### config.mk
export PLATFORM = sky130hd
export DESIGN_NAME = wiper_speed_pattern_controller
export DESIGN_NICKNAME = d
export VERILOG_FILES = /design/src/rtl/wsp_pkg.sv /design/src/rtl/wiper_speed_pattern_controller.sv
export SDC_FILE = /design/constraint.sdc
export NUM_CORES = 1
export LEC_CHECK = 0
export ABC_AREA = 1
export BUFFER_PORTS_ARGS = -buffer_cell sky130_fd_sc_hd__buf_2
export CAP_MARGIN = 20
export CORE_MARGIN = 2
export CORE_UTILIZATION = 50
export DETAILED_ROUTE_END_ITERATION = 12
export PLACE_DENSITY_LB_ADDON = 0.15
export REMOVE_ABC_BUFFERS = 1
export SLEW_MARGIN = 20
export SYNTH_ARGS = -nofsm -noshare
export SYNTH_HDL_FRONTEND = slang
export SYNTH_SLANG_ARGS = --single-unit
### constraint.sdc
create_clock -name i_clk -period 17.6 [get_ports i_clk]
set_input_delay 0.88 -clock i_clk [delete_from_list [all_inputs] [get_ports i_clk]]
set_output_delay 0.88 -clock i_clk [all_outputs]
set_load 0.02 [all_outputs]
### src/rtl/wsp_pkg.sv
// Package for the wiper speed pattern controller.
// Holds register indexes, speed codes, reset values and the drive pattern table.
// No dependencies.
`timescale 1ns / 1ps
`default_nettype none

package wsp_pkg;

    // Width of every configuration register and of the write data port.
    localparam int CFG_WIDTH       = 20;
    localparam int CFG_INDEX_WIDTH = 2;

    // Default width of the hold and dwell counters.
    localparam int COUNT_WIDTH_DEFAULT = 20;

    // Register reset values, already held to the register width.
    localparam logic [CFG_WIDTH-1:0] RST_LONG_PRESS   = CFG_WIDTH'(500000);
    localparam logic [CFG_WIDTH-1:0] RST_DWELL_SLOW   = CFG_WIDTH'(1000000);
    localparam logic [CFG_WIDTH-1:0] RST_DWELL_MEDIUM = CFG_WIDTH'(500000);
    localparam logic [CFG_WIDTH-1:0] RST_DWELL_FAST   = CFG_WIDTH'(100000);

    typedef enum logic [CFG_INDEX_WIDTH-1:0] {
        CFG_LONG_PRESS   = 2'd0,
        CFG_DWELL_SLOW   = 2'd1,
        CFG_DWELL_MEDIUM = 2'd2,
        CFG_DWELL_FAST   = 2'd3
    } t_cfg_index;

    // Speed codes; zero means no speed has been selected yet.
    localparam logic [1:0] SPEED_NONE   = 2'd0;
    localparam logic [1:0] SPEED_FAST   = 2'd1;
    localparam logic [1:0] SPEED_MEDIUM = 2'd2;
    localparam logic [1:0] SPEED_SLOW   = 2'd3;

    // Drive word for each step of the wipe cycle.
    function automatic logic [3:0] f_pattern(input logic [1:0] step);
        logic [3:0] word;
        case (step)
            2'd0:    word = 4'h5;
            2'd1:    word = 4'h6;
            2'd2:    word = 4'hC;
            default: word = 4'h6;
        endcase
        return word;
    endfunction

endpackage

`default_nettype wire

### src/rtl/wiper_speed_pattern_controller.sv
// Wiper speed pattern controller top level: button press decoding and the
// drive pattern sequencer in one registered pass per tick.
// Depends on wsp_pkg.
`timescale 1ns / 1ps
`default_nettype none

// Channel     Direction  Handshake           Payload
// tick in     input      i_valid / o_stall   i_button_level
// result out  output     o_valid / i_stall   o_drive_word, o_running, o_speed_level
// config      input      i_cfg_wr_en         i_cfg_index, i_cfg_data
//
// Each tick beat is taken in the cycle that it is accepted and its result beat is valid on the next
// cycle, so one beat per cycle flows while the output side does not stall.
// The figure is set by the single register stage that holds the controller state.
// The result of a beat is the state registers themselves, so a waiting result
// holds them and the input stalls only while that result is not taken.
// Reset (synchronous, active low) clears all state and loads the register defaults.

module wiper_speed_pattern_controller
    import wsp_pkg::*;
#(
    parameter int COUNT_WIDTH = COUNT_WIDTH_DEFAULT
) (
    input  wire                        i_clk,
    input  wire                        i_rst_n,
    // Tick channel.
    input  wire                        i_valid,
    output logic                       o_stall,
    input  wire                        i_button_level,
    // Result channel.
    output logic                       o_valid,
    input  wire                        i_stall,
    output logic [3:0]                 o_drive_word,
    output logic                       o_running,
    output logic [1:0]                 o_speed_level,
    // Configuration write port.
    input  wire                        i_cfg_wr_en,
    input  wire  [CFG_INDEX_WIDTH-1:0] i_cfg_index,
    input  wire  [CFG_WIDTH-1:0]       i_cfg_data
);

    localparam logic [COUNT_WIDTH-1:0] CNT_ZERO = '0;
    localparam logic [COUNT_WIDTH-1:0] CNT_ONE  = {{(COUNT_WIDTH-1){1'b0}}, 1'b1};

    // A register value is cut to the counter width; zero then acts as one.
    function automatic logic [COUNT_WIDTH-1:0] f_limit(input logic [CFG_WIDTH-1:0] v);
        logic [31:0] ext;
        ext = 32'(v);
        if (ext[COUNT_WIDTH-1:0] == CNT_ZERO) begin
            return CNT_ONE;
        end
        return ext[COUNT_WIDTH-1:0];
    endfunction

    // Configuration registers.
    logic [CFG_WIDTH-1:0] r_long_press;
    logic [CFG_WIDTH-1:0] r_dwell_slow;
    logic [CFG_WIDTH-1:0] r_dwell_medium;
    logic [CFG_WIDTH-1:0] r_dwell_fast;

    always_ff @(posedge i_clk) begin
        if (!i_rst_n) begin
            r_long_press   <= RST_LONG_PRESS;
            r_dwell_slow   <= RST_DWELL_SLOW;
            r_dwell_medium <= RST_DWELL_MEDIUM;
            r_dwell_fast   <= RST_DWELL_FAST;
        end else if (i_cfg_wr_en) begin
            unique case (t_cfg_index'(i_cfg_index))
                CFG_LONG_PRESS:   r_long_press   <= i_cfg_data;
                CFG_DWELL_SLOW:   r_dwell_slow   <= i_cfg_data;
                CFG_DWELL_MEDIUM: r_dwell_medium <= i_cfg_data;
                CFG_DWELL_FAST:   r_dwell_fast   <= i_cfg_data;
            endcase
        end
    end

    // Controller state.
    logic                   r_button_prev, n_button_prev;
    logic                   r_holding,     n_holding;
    logic [COUNT_WIDTH-1:0] r_hold_count,  n_hold_count;
    logic                   r_run_on,      n_run_on;
    logic [1:0]             r_speed_sel,   n_speed_sel;
    logic [1:0]             r_cycle_speed, n_cycle_speed;
    logic [1:0]             r_step_index,  n_step_index;
    logic [COUNT_WIDTH-1:0] r_dwell_count, n_dwell_count;
    logic [3:0]             r_drive,       n_drive;
    logic                   r_out_valid;

    // A new tick is taken whenever the result stage is empty or being drained.
    logic accept;
    assign o_stall = r_out_valid & i_stall;
    assign accept  = i_valid & ~o_stall;

    always_comb begin
        logic                   rising;
        logic                   active;
        logic [COUNT_WIDTH-1:0] dwell_load;
        logic [COUNT_WIDTH-1:0] dwell_dec;

        n_button_prev = i_button_level;
        n_holding     = r_holding;
        n_hold_count  = r_hold_count;
        n_run_on      = r_run_on;
        n_speed_sel   = r_speed_sel;
        n_cycle_speed = r_cycle_speed;
        n_step_index  = r_step_index;
        n_dwell_count = r_dwell_count;
        n_drive       = r_drive;
        active        = 1'b1;
        dwell_load    = CNT_ONE;
        dwell_dec     = CNT_ZERO;

        // Button handling comes first in the tick.
        rising = i_button_level & ~r_button_prev;
        if (i_button_level && (r_holding || rising)) begin
            n_hold_count = rising ? CNT_ONE : (r_hold_count + CNT_ONE);
            n_holding    = 1'b1;
            if (n_hold_count >= f_limit(r_long_press)) begin
                // Long press: toggle run state, step the speed and restart the wipe cycle.
                n_holding     = 1'b0;
                n_hold_count  = CNT_ZERO;
                n_drive       = r_drive ^ 4'h4;
                n_run_on      = ~r_run_on;
                n_step_index  = 2'd0;
                n_dwell_count = CNT_ZERO;
                if (r_run_on) begin
                    n_drive = 4'h0;
                end
                n_speed_sel = (r_speed_sel == SPEED_SLOW) ? SPEED_FAST
                                                          : r_speed_sel + 2'd1;
            end
        end else if (!i_button_level && r_holding) begin
            // Short press ends on release with a speed step only.
            n_holding    = 1'b0;
            n_hold_count = CNT_ZERO;
            n_speed_sel  = (r_speed_sel == SPEED_SLOW) ? SPEED_FAST
                                                       : r_speed_sel + 2'd1;
        end

        // Pattern sequencer sees the state that the button logic left.
        if (n_run_on) begin
            if (n_dwell_count == CNT_ZERO) begin
                // The speed is latched only at the start of a wipe cycle.
                if (n_step_index == 2'd0) begin
                    n_cycle_speed = n_speed_sel;
                end
                case (n_cycle_speed)
                    SPEED_FAST:   dwell_load = f_limit(r_dwell_fast);
                    SPEED_MEDIUM: dwell_load = f_limit(r_dwell_medium);
                    SPEED_SLOW:   dwell_load = f_limit(r_dwell_slow);
                    default:      active     = 1'b0;
                endcase
                if (active) begin
                    n_dwell_count = dwell_load;
                    n_drive       = f_pattern(n_step_index);
                end
            end
            if (active) begin
                dwell_dec     = n_dwell_count - CNT_ONE;
                n_dwell_count = dwell_dec;
                if (dwell_dec == CNT_ZERO) begin
                    n_step_index = n_step_index + 2'd1;
                end
            end
        end
    end

    always_ff @(posedge i_clk) begin
        if (!i_rst_n) begin
            r_button_prev <= 1'b0;
            r_holding     <= 1'b0;
            r_hold_count  <= CNT_ZERO;
            r_run_on      <= 1'b0;
            r_speed_sel   <= SPEED_NONE;
            r_cycle_speed <= SPEED_NONE;
            r_step_index  <= 2'd0;
            r_dwell_count <= CNT_ZERO;
            r_drive       <= 4'h0;
            r_out_valid   <= 1'b0;
        end else begin
            if (accept) begin
                r_button_prev <= n_button_prev;
                r_holding     <= n_holding;
                r_hold_count  <= n_hold_count;
                r_run_on      <= n_run_on;
                r_speed_sel   <= n_speed_sel;
                r_cycle_speed <= n_cycle_speed;
                r_step_index  <= n_step_index;
                r_dwell_count <= n_dwell_count;
                r_drive       <= n_drive;
            end
            if (accept) begin
                r_out_valid <= 1'b1;
            end else if (!i_stall) begin
                r_out_valid <= 1'b0;
            end
        end
    end

    assign o_valid       = r_out_valid;
    assign o_drive_word  = r_drive;
    assign o_running     = r_run_on;
    assign o_speed_level = r_speed_sel;

endmodule

`default_nettype wire
### Word-level counts from Yosys, hierarchy flattened

Cells that the tools add are included.

* output and inout port bits: 9
* bits of input ports: 28
* word-level logic and storage cells: 121
* register bits: 134

* order comparisons: 1
* eq/ne operators: 9
* muxes and demuxes: 66
* add/sub/neg operators: 4
* bitwise logic cells: 7
* reductions and logical operators: 20

Operators by type and width (number)
* 2-to-1 mux 20 bit: 20
* logical NOT 20 bit: 6
* case mux 20 bit (3 select lines): 1
* 2-to-1 mux 1 bit: 26
* 2-to-1 mux 2 bit: 12
* 2-to-1 mux 4 bit: 6
* adder 20 x 1 -> 20 bit, second input constant: 1
* >= comparator 20 bit: 1
* subtractor 20 x 1 -> 20 bit, second input constant: 1
* == test 2 bit, second input constant: 6
* AND reduction 2 bit: 5
* case mux 4 bit (2 select lines): 1
* adder 2 x 1 -> 2 bit, second input constant: 2
* == test 2 x 1 -> 1 bit, second input constant: 2
* logical NOT 2 bit: 2
* inverter 1 bit: 4
* bitwise AND 1 bit: 3
* AND reduction 3 bit: 1
* OR reduction 3 bit: 1
* logical AND 1 bit: 2
* inequality test 2 x 1 -> 1 bit, second input constant: 1
* nonzero test 2 bit: 1
* logical NOT 1 bit: 1
* logical OR 1 bit: 1

### Logic depth before layout (Yosys ltp)

Gate-level depths: netlist of the first run.

* depth after elaboration: 28
* mapped depth: 54
* mapped depth without buffers: 52

### Worst setup path after synthesis of the first run

No wires, ideal clock.

* kind: reg2reg
* start point: register r_hold_count[2]
* end point: register r_step_index[1]
* clock period less this slack: 5903 ps
* data required time: 17533 ps
* library setup time: 67 ps
* stages on the path, launching flop included: 54
* buffers on the path: 3
* path slack: 11697 ps
* arrival: 5836 ps
* cells stage by stage: dfxtp_1 nand3_1 nor2_1 inv_1 nor2_1 nand2_1 inv_1 nand2_1 nor2_1 inv_1 nor2_1 nand3_1 nor2_1 nand2_1 nor2_1 nand2_1 inv_1 a21oi_1 [... 18 more ...] nand2_1 inv_1 nand2_1 nand2_1 ha_1 nand2_1 inv_1 nand3_2 inv_2 nand3_1 nand2_1 nor2_1 nand2_1 nor2_2 nand3_1 nand2_1 nand3_1 a21oi_2

* word-level cells in the longest chain between the ends: 22
* elaborated cells between the ends (all ways): 35
* classes of those cells: add/sub: 3; order compare: 1; eq/ne: 3; mux: 24; reduce/logical: 4

RTL lines
* start: declaration: RTL line wiper_speed_pattern_controller.sv:80 `logic [COUNT_WIDTH-1:0] r_hold_count, n_hold_count;`
* start signal: assignment: RTL line wiper_speed_pattern_controller.sv:184 `r_hold_count <= n_hold_count;`
* adder 20 x 1 -> 20 bit *: RTL line wiper_speed_pattern_controller.sv:116 `n_hold_count = rising ? CNT_ONE : (r_hold_count + CNT_ONE);`
* 2-to-1 mux 20 bit *: RTL line wiper_speed_pattern_controller.sv:116
* >= comparator 20 bit *: RTL line wiper_speed_pattern_controller.sv:118 `if (n_hold_count >= f_limit(r_long_press)) begin`
* 2-to-1 mux 2 bit: RTL line wiper_speed_pattern_controller.sv:118
* 2-to-1 mux 2 bit: RTL line wiper_speed_pattern_controller.sv:115 `if (i_button_level && (r_holding || rising)) begin`
* logical NOT 2 bit: RTL line wiper_speed_pattern_controller.sv:144 `if (n_step_index == 2'd0) begin`
* 2-to-1 mux 2 bit: RTL line wiper_speed_pattern_controller.sv:144
* 2-to-1 mux 2 bit: RTL line wiper_speed_pattern_controller.sv:142 `if (n_dwell_count == CNT_ZERO) begin`
* [... 6 more ...]
* 2-to-1 mux 20 bit: RTL line wiper_speed_pattern_controller.sv:153 `if (active) begin`
* 2-to-1 mux 20 bit: RTL line wiper_speed_pattern_controller.sv:142
* 2-to-1 mux 20 bit: RTL line wiper_speed_pattern_controller.sv:141 `if (n_run_on) begin`
* subtractor 20 x 1 -> 20 bit: RTL line wiper_speed_pattern_controller.sv:159 `dwell_dec = n_dwell_count - CNT_ONE;`
* logical NOT 20 bit: RTL line wiper_speed_pattern_controller.sv:161 `if (dwell_dec == CNT_ZERO) begin`
* 2-to-1 mux 2 bit: RTL line wiper_speed_pattern_controller.sv:161
* 2-to-1 mux 2 bit: RTL line wiper_speed_pattern_controller.sv:158 `if (active) begin`
* 2-to-1 mux 2 bit *: RTL line wiper_speed_pattern_controller.sv:141
* end signal: assignment: RTL line wiper_speed_pattern_controller.sv:188 `r_step_index <= n_step_index;`
* end: declaration: RTL line wiper_speed_pattern_controller.sv:84 `logic [1:0] r_step_index, n_step_index;`

Mark *: on every way between the ends. The rest lies on a longest branch, timed or not. The select of a mux whose other input is x is not followed.
A chain may end at the register's enable or synchronous reset.

### Worst setup path after layout of the first run

* start point: register r_hold_count[0]
* end point: register r_step_index[1]

Same word-level chain as after synthesis.

==> results of run 1 <==
[worst min path at each step]
stage                                 start                end  slack (ns)  cells after the start
after CTS                  r_hold_count[19]   r_hold_count[19]        0.47                      2
after detailed placement   r_cycle_speed[1]   r_cycle_speed[1]        0.46                      2
after floorplan           r_dwell_medium[0]  r_dwell_medium[0]        0.44                      2
after global routing        r_hold_count[3]    r_hold_count[3]        0.49                      2
after global placement     r_hold_count[19]   r_hold_count[19]        0.45                      2
final                      r_cycle_speed[1]   r_cycle_speed[1]        0.47                      2
[cell usage in the layout (no fill, tap or decap), drive strengths merged]
cell / n
a211oi: 1
a21boi: 1
a21o: 2
a21oi: 87
a31oi: 2
a41oi: 1
and2: 1
and3: 1
buf: 45
bufinv: 1
clkbuf: 19
clkinv: 9
clkinvlp: 3
dfxtp: 134
ha: 27
inv: 137
nand2: 330
nand3: 135
nand3b: 2
nand4: 19
nor2: 173
nor3: 8
nor4: 17
o211a: 1
o211ai: 14
o21ai: 98
o21bai: 3
o22ai: 1
o31ai: 1
o41ai: 5
or2: 3
xor2: 1
[power by group]
part	leakage, uW	internal (uW)	switching, uW
Clock	0.000259	193	139
Sequential	0.00109	315	8.79
Combinational	0.00259	60.8	151
[stage by stage]
stage / hold slack, ns / instances / util [%]
6_report: 0.474 / 1498 / 56.1
5_1_grt: 0.495 / 1498 / 56.1
4_1_cts: 0.474 / 1497 / 56.1
3_5_place_dp: 0.465 / 1466 / 52.6
3_3_place_gp: 0.454 / 1466 / 52.6
2_1_floorplan: 0.438 / 1206 / -
[sequential cells by signal (all words and copies together) (netlist names)]
signal / flops
r_holding: 1
o_drive_word: 4
o_speed_level: 2
r_dwell_medium: 20
r_hold_count: 20
r_dwell_slow: 20
o_valid: 1
o_running: 1
r_long_press: 20
r_step_index: 2
r_button_prev: 1
r_cycle_speed: 2
r_dwell_fast: 20
r_dwell_count: 20
[critical path: cells and delay by family, from the launching register on]
kind,cells,cell delay [ns]
AO/OA/AOI/OAI,7,1.29
flip-flops,1,0.38
buffers and inverters,6,0.80
adder cells (fa/ha/maj),2,0.63
AND/OR/NAND/NOR,32,4.33
[routing by layer]
layer | routed length, um | part of all wire [%] | global-route usage, % | vias to the layer above
li1 | - | - | - | 4147
met1 | 10700 | 47 | 38.9 | 3624
met2 | 9910 | 44 | 42.7 | 251
met3 | 1600 | 7.1 | 5.08 | 31
met4 | 325 | 1.4 | 7.88 | 0
met5 | 0 | 0 | 0 | -
[kinds of logic (layout without fill, tap and decap cells)]
family          Yosys count  count (layout)  synth area share [%]
flops                   134             134                  33.6
compound gates          217             217                  15.1
buf+inv                 190             214                  9.42
simple gates            689             689                  37.5
xor+xnor                  1               1                 0.110
fa+ha+maj                27              27                  4.23
[Yosys cell counts (all sizes together) (11+ instances only)]
cell	n
ha	27
o211ai	14
nand3	135
buf	11
nor4	17
nor2	173
o21ai	98
dfxtp	134
a21oi	87
inv	136
nand2	330
nand4	19
clkbuf	41
[final cells by class]
class                   instances  area [um^2]
fillers                      1569         6900
multi-input cells             934         4560
flip-flops and latches        134         2680
inverters                     138          518
clock buffers                  19          433
well taps                     216          270
repair buffers                 45          248
clock inverters                12          108
==> summary.md, run 1 <==
| Metric | Value |
|---|---|
| Number of synthesized flops with an enable pin | `0` |
| Fin crit share | `approximately 43%` |
| Routability Congestion | `0.973` |
| Reg2Reg Setup Slack | `9.99 ns` |
| Core area | `15700 um^2` |
| Largest net degree at the start of global routing | `49` |
| Total number of vias | `8053` |
| Sequential share of the synthesized area | `33.6%` |
| Post-synth ARST share | `0%` |
| Final instance area | `8810 um^2` |
| Post-synth top area cell | `dfxtp_1` |
| CTS Buf Count | `17` |
| Drt first pass iters | `6` |
| Crit path capture | `r_step_index[1]` |
| Total gr overflow | `0` |
| Tot Pwr | `between 800 and 900 uW` |
| Final setup margin | `9.99 ns` |
| Clk_skew | `0.00731 ns` |
| Worst R2R End | `r_step_index[1]` |
| Startpoint type of the worst setup path | `register` |
| Critical path's most frequent cell | `nand2_1` |
| Post-synthesis cell count | `1258` |
| Slew @ Worst Pin | `1.10 ns` |
| Crit-path max FO | `47` |
| Antenna diodes | `0` |
| Nets@finish | `1325` |
| Layout cells sized above 1 | `a little under a tenth` |
| Ranking of synthesized cells by area | `dfxtp_1 (34%), nand2_1 (15%), nand3_1 (8.3%), nor2_1 (7.3%), inv_1 (6.2%)` |
| Die Height | `130 um` |
| Setup TNS Final | `0 ns` |
| Max VDD drop | `0.0000786 V` |
| DR WL/cell | `15.0 um` |
| Antenna Nets Post-Route | `0` |
| Die Wd | `130 um` |
| Final Slew Violations | `0` |
| Post-synth design cell area | `7980 um^2` |
| P_leak | `0.00395 uW` |
| Final setup violation count | `0` |
| Tightest slew margin relative to the limit | `a little over a quarter` |
| Clk Latency, worst-skew pair | `0.43 ns` |
| TritonCTS clock tree | `yes` |
| Cells on worst reg2reg path | `47` |
| CP max stage delay | `approximately 0.42 ns` |
| CP Launch Point | `r_hold_count[0]` |
| Total track usage | `between 20% and 30%` |
| Place WS | `approximately 10 ns` |
| R2r startpoint | `r_hold_count[0]` |
| Area grow syn2layout | `10.5%` |
| Area after DPL | `8270 um^2` |
| H-tree depth | `4` |
| Max_cap viols | `0` |
| Antenna violations before repair | `0` |
| Pwr dens | `a little under 100 nW/um^2` |
| Cts repair resizes | `0` |
| Mapped Avg Cell Area | `between 6 and 7 um^2` |
| Clk sink count | `134` |
| Worst Setup End Kind | `register` |
| Minimum clock period | `around 7.6 ns` |
| Die area | `~17000 um^2` |
| YS warnings | `0` |
| Status | `finished clean` |
| Clock tree buffer depth | `2` |
| Reg clk slew, reported paths | `~0.060 ns` |
| CTS Hold Buffers Added | `0` |
| Final WL | `22.5 mm` |
| Critical Setup Path Class | `register to register` |
| RSZ-0062 raised after global routing | `no` |
| Vias per cell | `5.38` |
| Root buffer cell | `clkbuf_16` |
| Vias in the first global route | `between 7000 and 8000` |
| Worst path required time | `17.89 ns` |
| Hold Vio Cnt, Final | `0` |
| Synth Register Bits | `between 100 and 150` |
| Global-route wire length before repair | `36.4 mm` |
| I/O Pins | `37` |
| Buffers on Ports | `36` |
| Yosys top cell area share | `around a third` |
| 1st-iter DRT viols | `712` |
| Critical path's slowest cell | `nand2_1` |
| Post-synth cell types | `42` |
| Initial core utilization | `between 50% and 60%` |
| Fmax | `131 MHz` |
| Post-CTS Setup Inserts | `0` |
| FP Rows | `46` |
| Primary FF master, synth | `dfxtp_1` |
| Worst hold path type | `register to register` |
| Critical Path AT | `7.90 ns` |
| Drt drc | `0` |
| HPWL after DPL | `16.7 mm` |
No activity file was read; power rests on OpenSTA's default activity.
==> inputs of run 2 (changes only) <==
- clock period: 17.6 -> 7.4 ns (I/O delays scaled with it)
==> run 2 against run 1 <==
Against the previous run:
- sequential cell count is the same
- non-clock buffer count up 6
- routed wire length increased by 0.94%
- sequential power up 140%
- critical path depth up 1
- utilization grew 0.92 points
- critical endpoint unchanged
==> summary.md, run 2 (synthesis gave the netlist of run 1 again) <==
| Metric | Value |
|---|---|
| Total number of vias | `8144` |
| Switching share of power | `31.8%` |
| Total gr overflow | `0` |
| Max VDD drop | `0.000176 V` |
| Drt drc | `0` |
| Largest net degree at the start of global routing | `52` |
| R2r startpoint | `r_hold_count[0]` |
| Tightest slew margin relative to the limit | `25.8%` |
| Worst hold start | `i_valid` |
| Vias in the first global route | `7283` |
| Sw power | `688 uW` |
| Root buffer cell | `clkbuf_16` |
| Core area | `15700 um^2` |
| Worst hold path type | `input port to register` |
| TritonCTS clock tree | `yes` |
| Minimum clock period | `6.54 ns` |
| Vias per cell | `5.43` |
| Critical Setup Path Class | `register to register` |
| Cell family with most CP delay | `simple AND/OR/NAND/NOR gates` |
| Cells on worst reg2reg path | `48` |
| Final WL | `between 20 and 25 mm` |
| Total track usage | `27.7%` |
| Reg2Reg Setup Slack | `0.86 ns` |
| Clock network fraction of design power | `approximately two fifths` |
| Global-route wire length before repair | `between 30 and 40 mm` |
| Worst R2R End | `r_step_index[1]` |
| Drt first pass iters | `5` |
| Clk_skew | `0.00878 ns` |
| Antenna diodes | `0` |
| Pwr dens | `around 240 nW/um^2` |
| Reg clk slew, reported paths | `about 0.060 ns` |
| Clk sink count | `134` |
| P_leak | `0.00402 uW` |
| Startpoint type of the worst setup path | `register` |
| Critical path's most frequent cell | `nand2_1` |
| Nets@finish | `1331` |
| Max_cap viols | `0` |
| Final Slew Violations | `0` |
| CP max stage delay | `0.38 ns` |
| Post-CTS Setup Inserts | `0` |
| Internal power | `1480 uW` |
| Clk Latency, worst-skew pair | `0.42 ns` |
| Antenna Nets Post-Route | `0` |
| H-tree depth | `4` |
| Fin crit share | `88.3%` |
| Critical path's slowest cell | `dfxtp_1` |
| Util after Layout | `57.0%` |
| I/O Pins | `37` |
| Routability Congestion | `0.972` |
| Die area | `17000 um^2` |
| Die Wd | `approximately 130 um` |
| Clock tree buffer depth | `2` |
| Area grow syn2layout | `12.3%` |
| Slew @ Worst Pin | `between 1 and 1.5 ns` |
| Comb pwr share | `24.2%` |
| Antenna violations before repair | `0` |
| HPWL after DPL | `~16 mm` |
| Setup TNS Final | `0 ns` |
| FP Rows | `46` |
| Hold Crit Depth | `3` |
| Most common cell after layout, fill and taps aside | `nand2_1` |
| Die Height | `130 um` |
| Status | `finished clean` |
| DR WL/cell | `~15 um` |
| Most frequent cells in the layout | `nand2_1 (319), nor2_1 (154), dfxtp_1 (134)` |
| Hold Vio Cnt, Final | `0` |
| Fmax | `approximately 150 MHz` |
| Final setup violation count | `0` |
| Buffers on Ports | `36` |
| Flop pwr share | `35.5%` |
| CP Buf/Inv Count | `5` |
| Critical Path AT | `roughly 7 ns` |
| Worst Setup End Kind | `register` |
| Layout cells sized above 1 | `9.58%` |
| WHS Endpoint | `o_valid` |
| CTS Buf Count | `17` |
| Initial core utilization | `50.8%` |
| CTS Hold Buffers Added | `0` |
| Worst path required time | `7.75 ns` |
| Crit-path max FO | `20` |
| 1st-iter DRT viols | `723` |
| RSZ-0062 raised after global routing | `no` |
| Cts repair resizes | `0` |
run 2: cell count changes in the layout (fill, tap and decap cells not counted), sizes merged:
cell / delta
clkinv: -6
inv: -1
clkbuf: +3
buf: +6
clkinvlp: -3
bufinv: +3
run 2: layout make-up:
type / count / area [um^2]
Multi-Input combinational cell: 934 / 4590
Fill cell: 1589 / 6750
Tap cell: 216 / 270
Inverter: 138 / 518
Sequential cell: 134 / 2680
Clock inverter: 5 / 125
Clock buffer: 22 / 464
Timing Repair Buffer: 51 / 313
run 2: worst max path at each step:
stage	startpoint	to	slack, ns	depth (start not counted)
5_1_grt	r_hold_count[0]	r_step_index[1]	0.01	51
3_3_place_gp	r_hold_count[0]	r_step_index[1]	0.70	45
6_report	r_hold_count[0]	r_step_index[1]	0.86	48
2_1_floorplan	r_hold_count[2]	r_step_index[1]	0.74	47
3_5_place_dp	r_hold_count[0]	r_step_index[1]	0.49	49
4_1_cts	r_hold_count[0]	r_step_index[1]	0.46	49
run 2: power groups by stage:
stage | Combinational, uW | Clock (uW) | Sequential [uW]
2_1_floorplan | 364 | 0 | 781
3_3_place_gp | 504 | 0 | 784
3_5_place_dp | 504 | 0 | 784
4_1_cts | 508 | 881 | 768
5_1_grt | 591 | 911 | 772
6_report | 523 | 872 | 769
run 2: routing by layer:
metal  GRT usage [%]  vias to the layer above  part of all wire [%]
met5               0                        -                     0
met4            8.01                        0                   1.4
met3            4.67                       28                   6.4
met2            42.2                      257                    44
met1            40.3                     3716                    48
li1                -                     4143                     -
run 2: worst register-to-register path, delay by kind of cell, from the launching register on:
kind            cells  cell delay [ns]
simple gates       37             4.46
fa+ha+maj           3             0.77
buf+inv             5             0.48
flops               1             0.38
compound gates      3             0.35
run 2: per-stage QoR:
step	cells	cell area, um^2	total power (uW)	setup slack (ns)	hold WS, ns
floorplan	1206	7750	1150	0.737	0.438
global placement	1473	8320	1290	0.697	0.454
detailed placement	1473	8320	1290	0.494	0.460
CTS	1500	8910	2160	0.463	0.201
global route	1500	8960	2270	0.0130	0.218
finish	1500	8960	2160	0.865	0.213
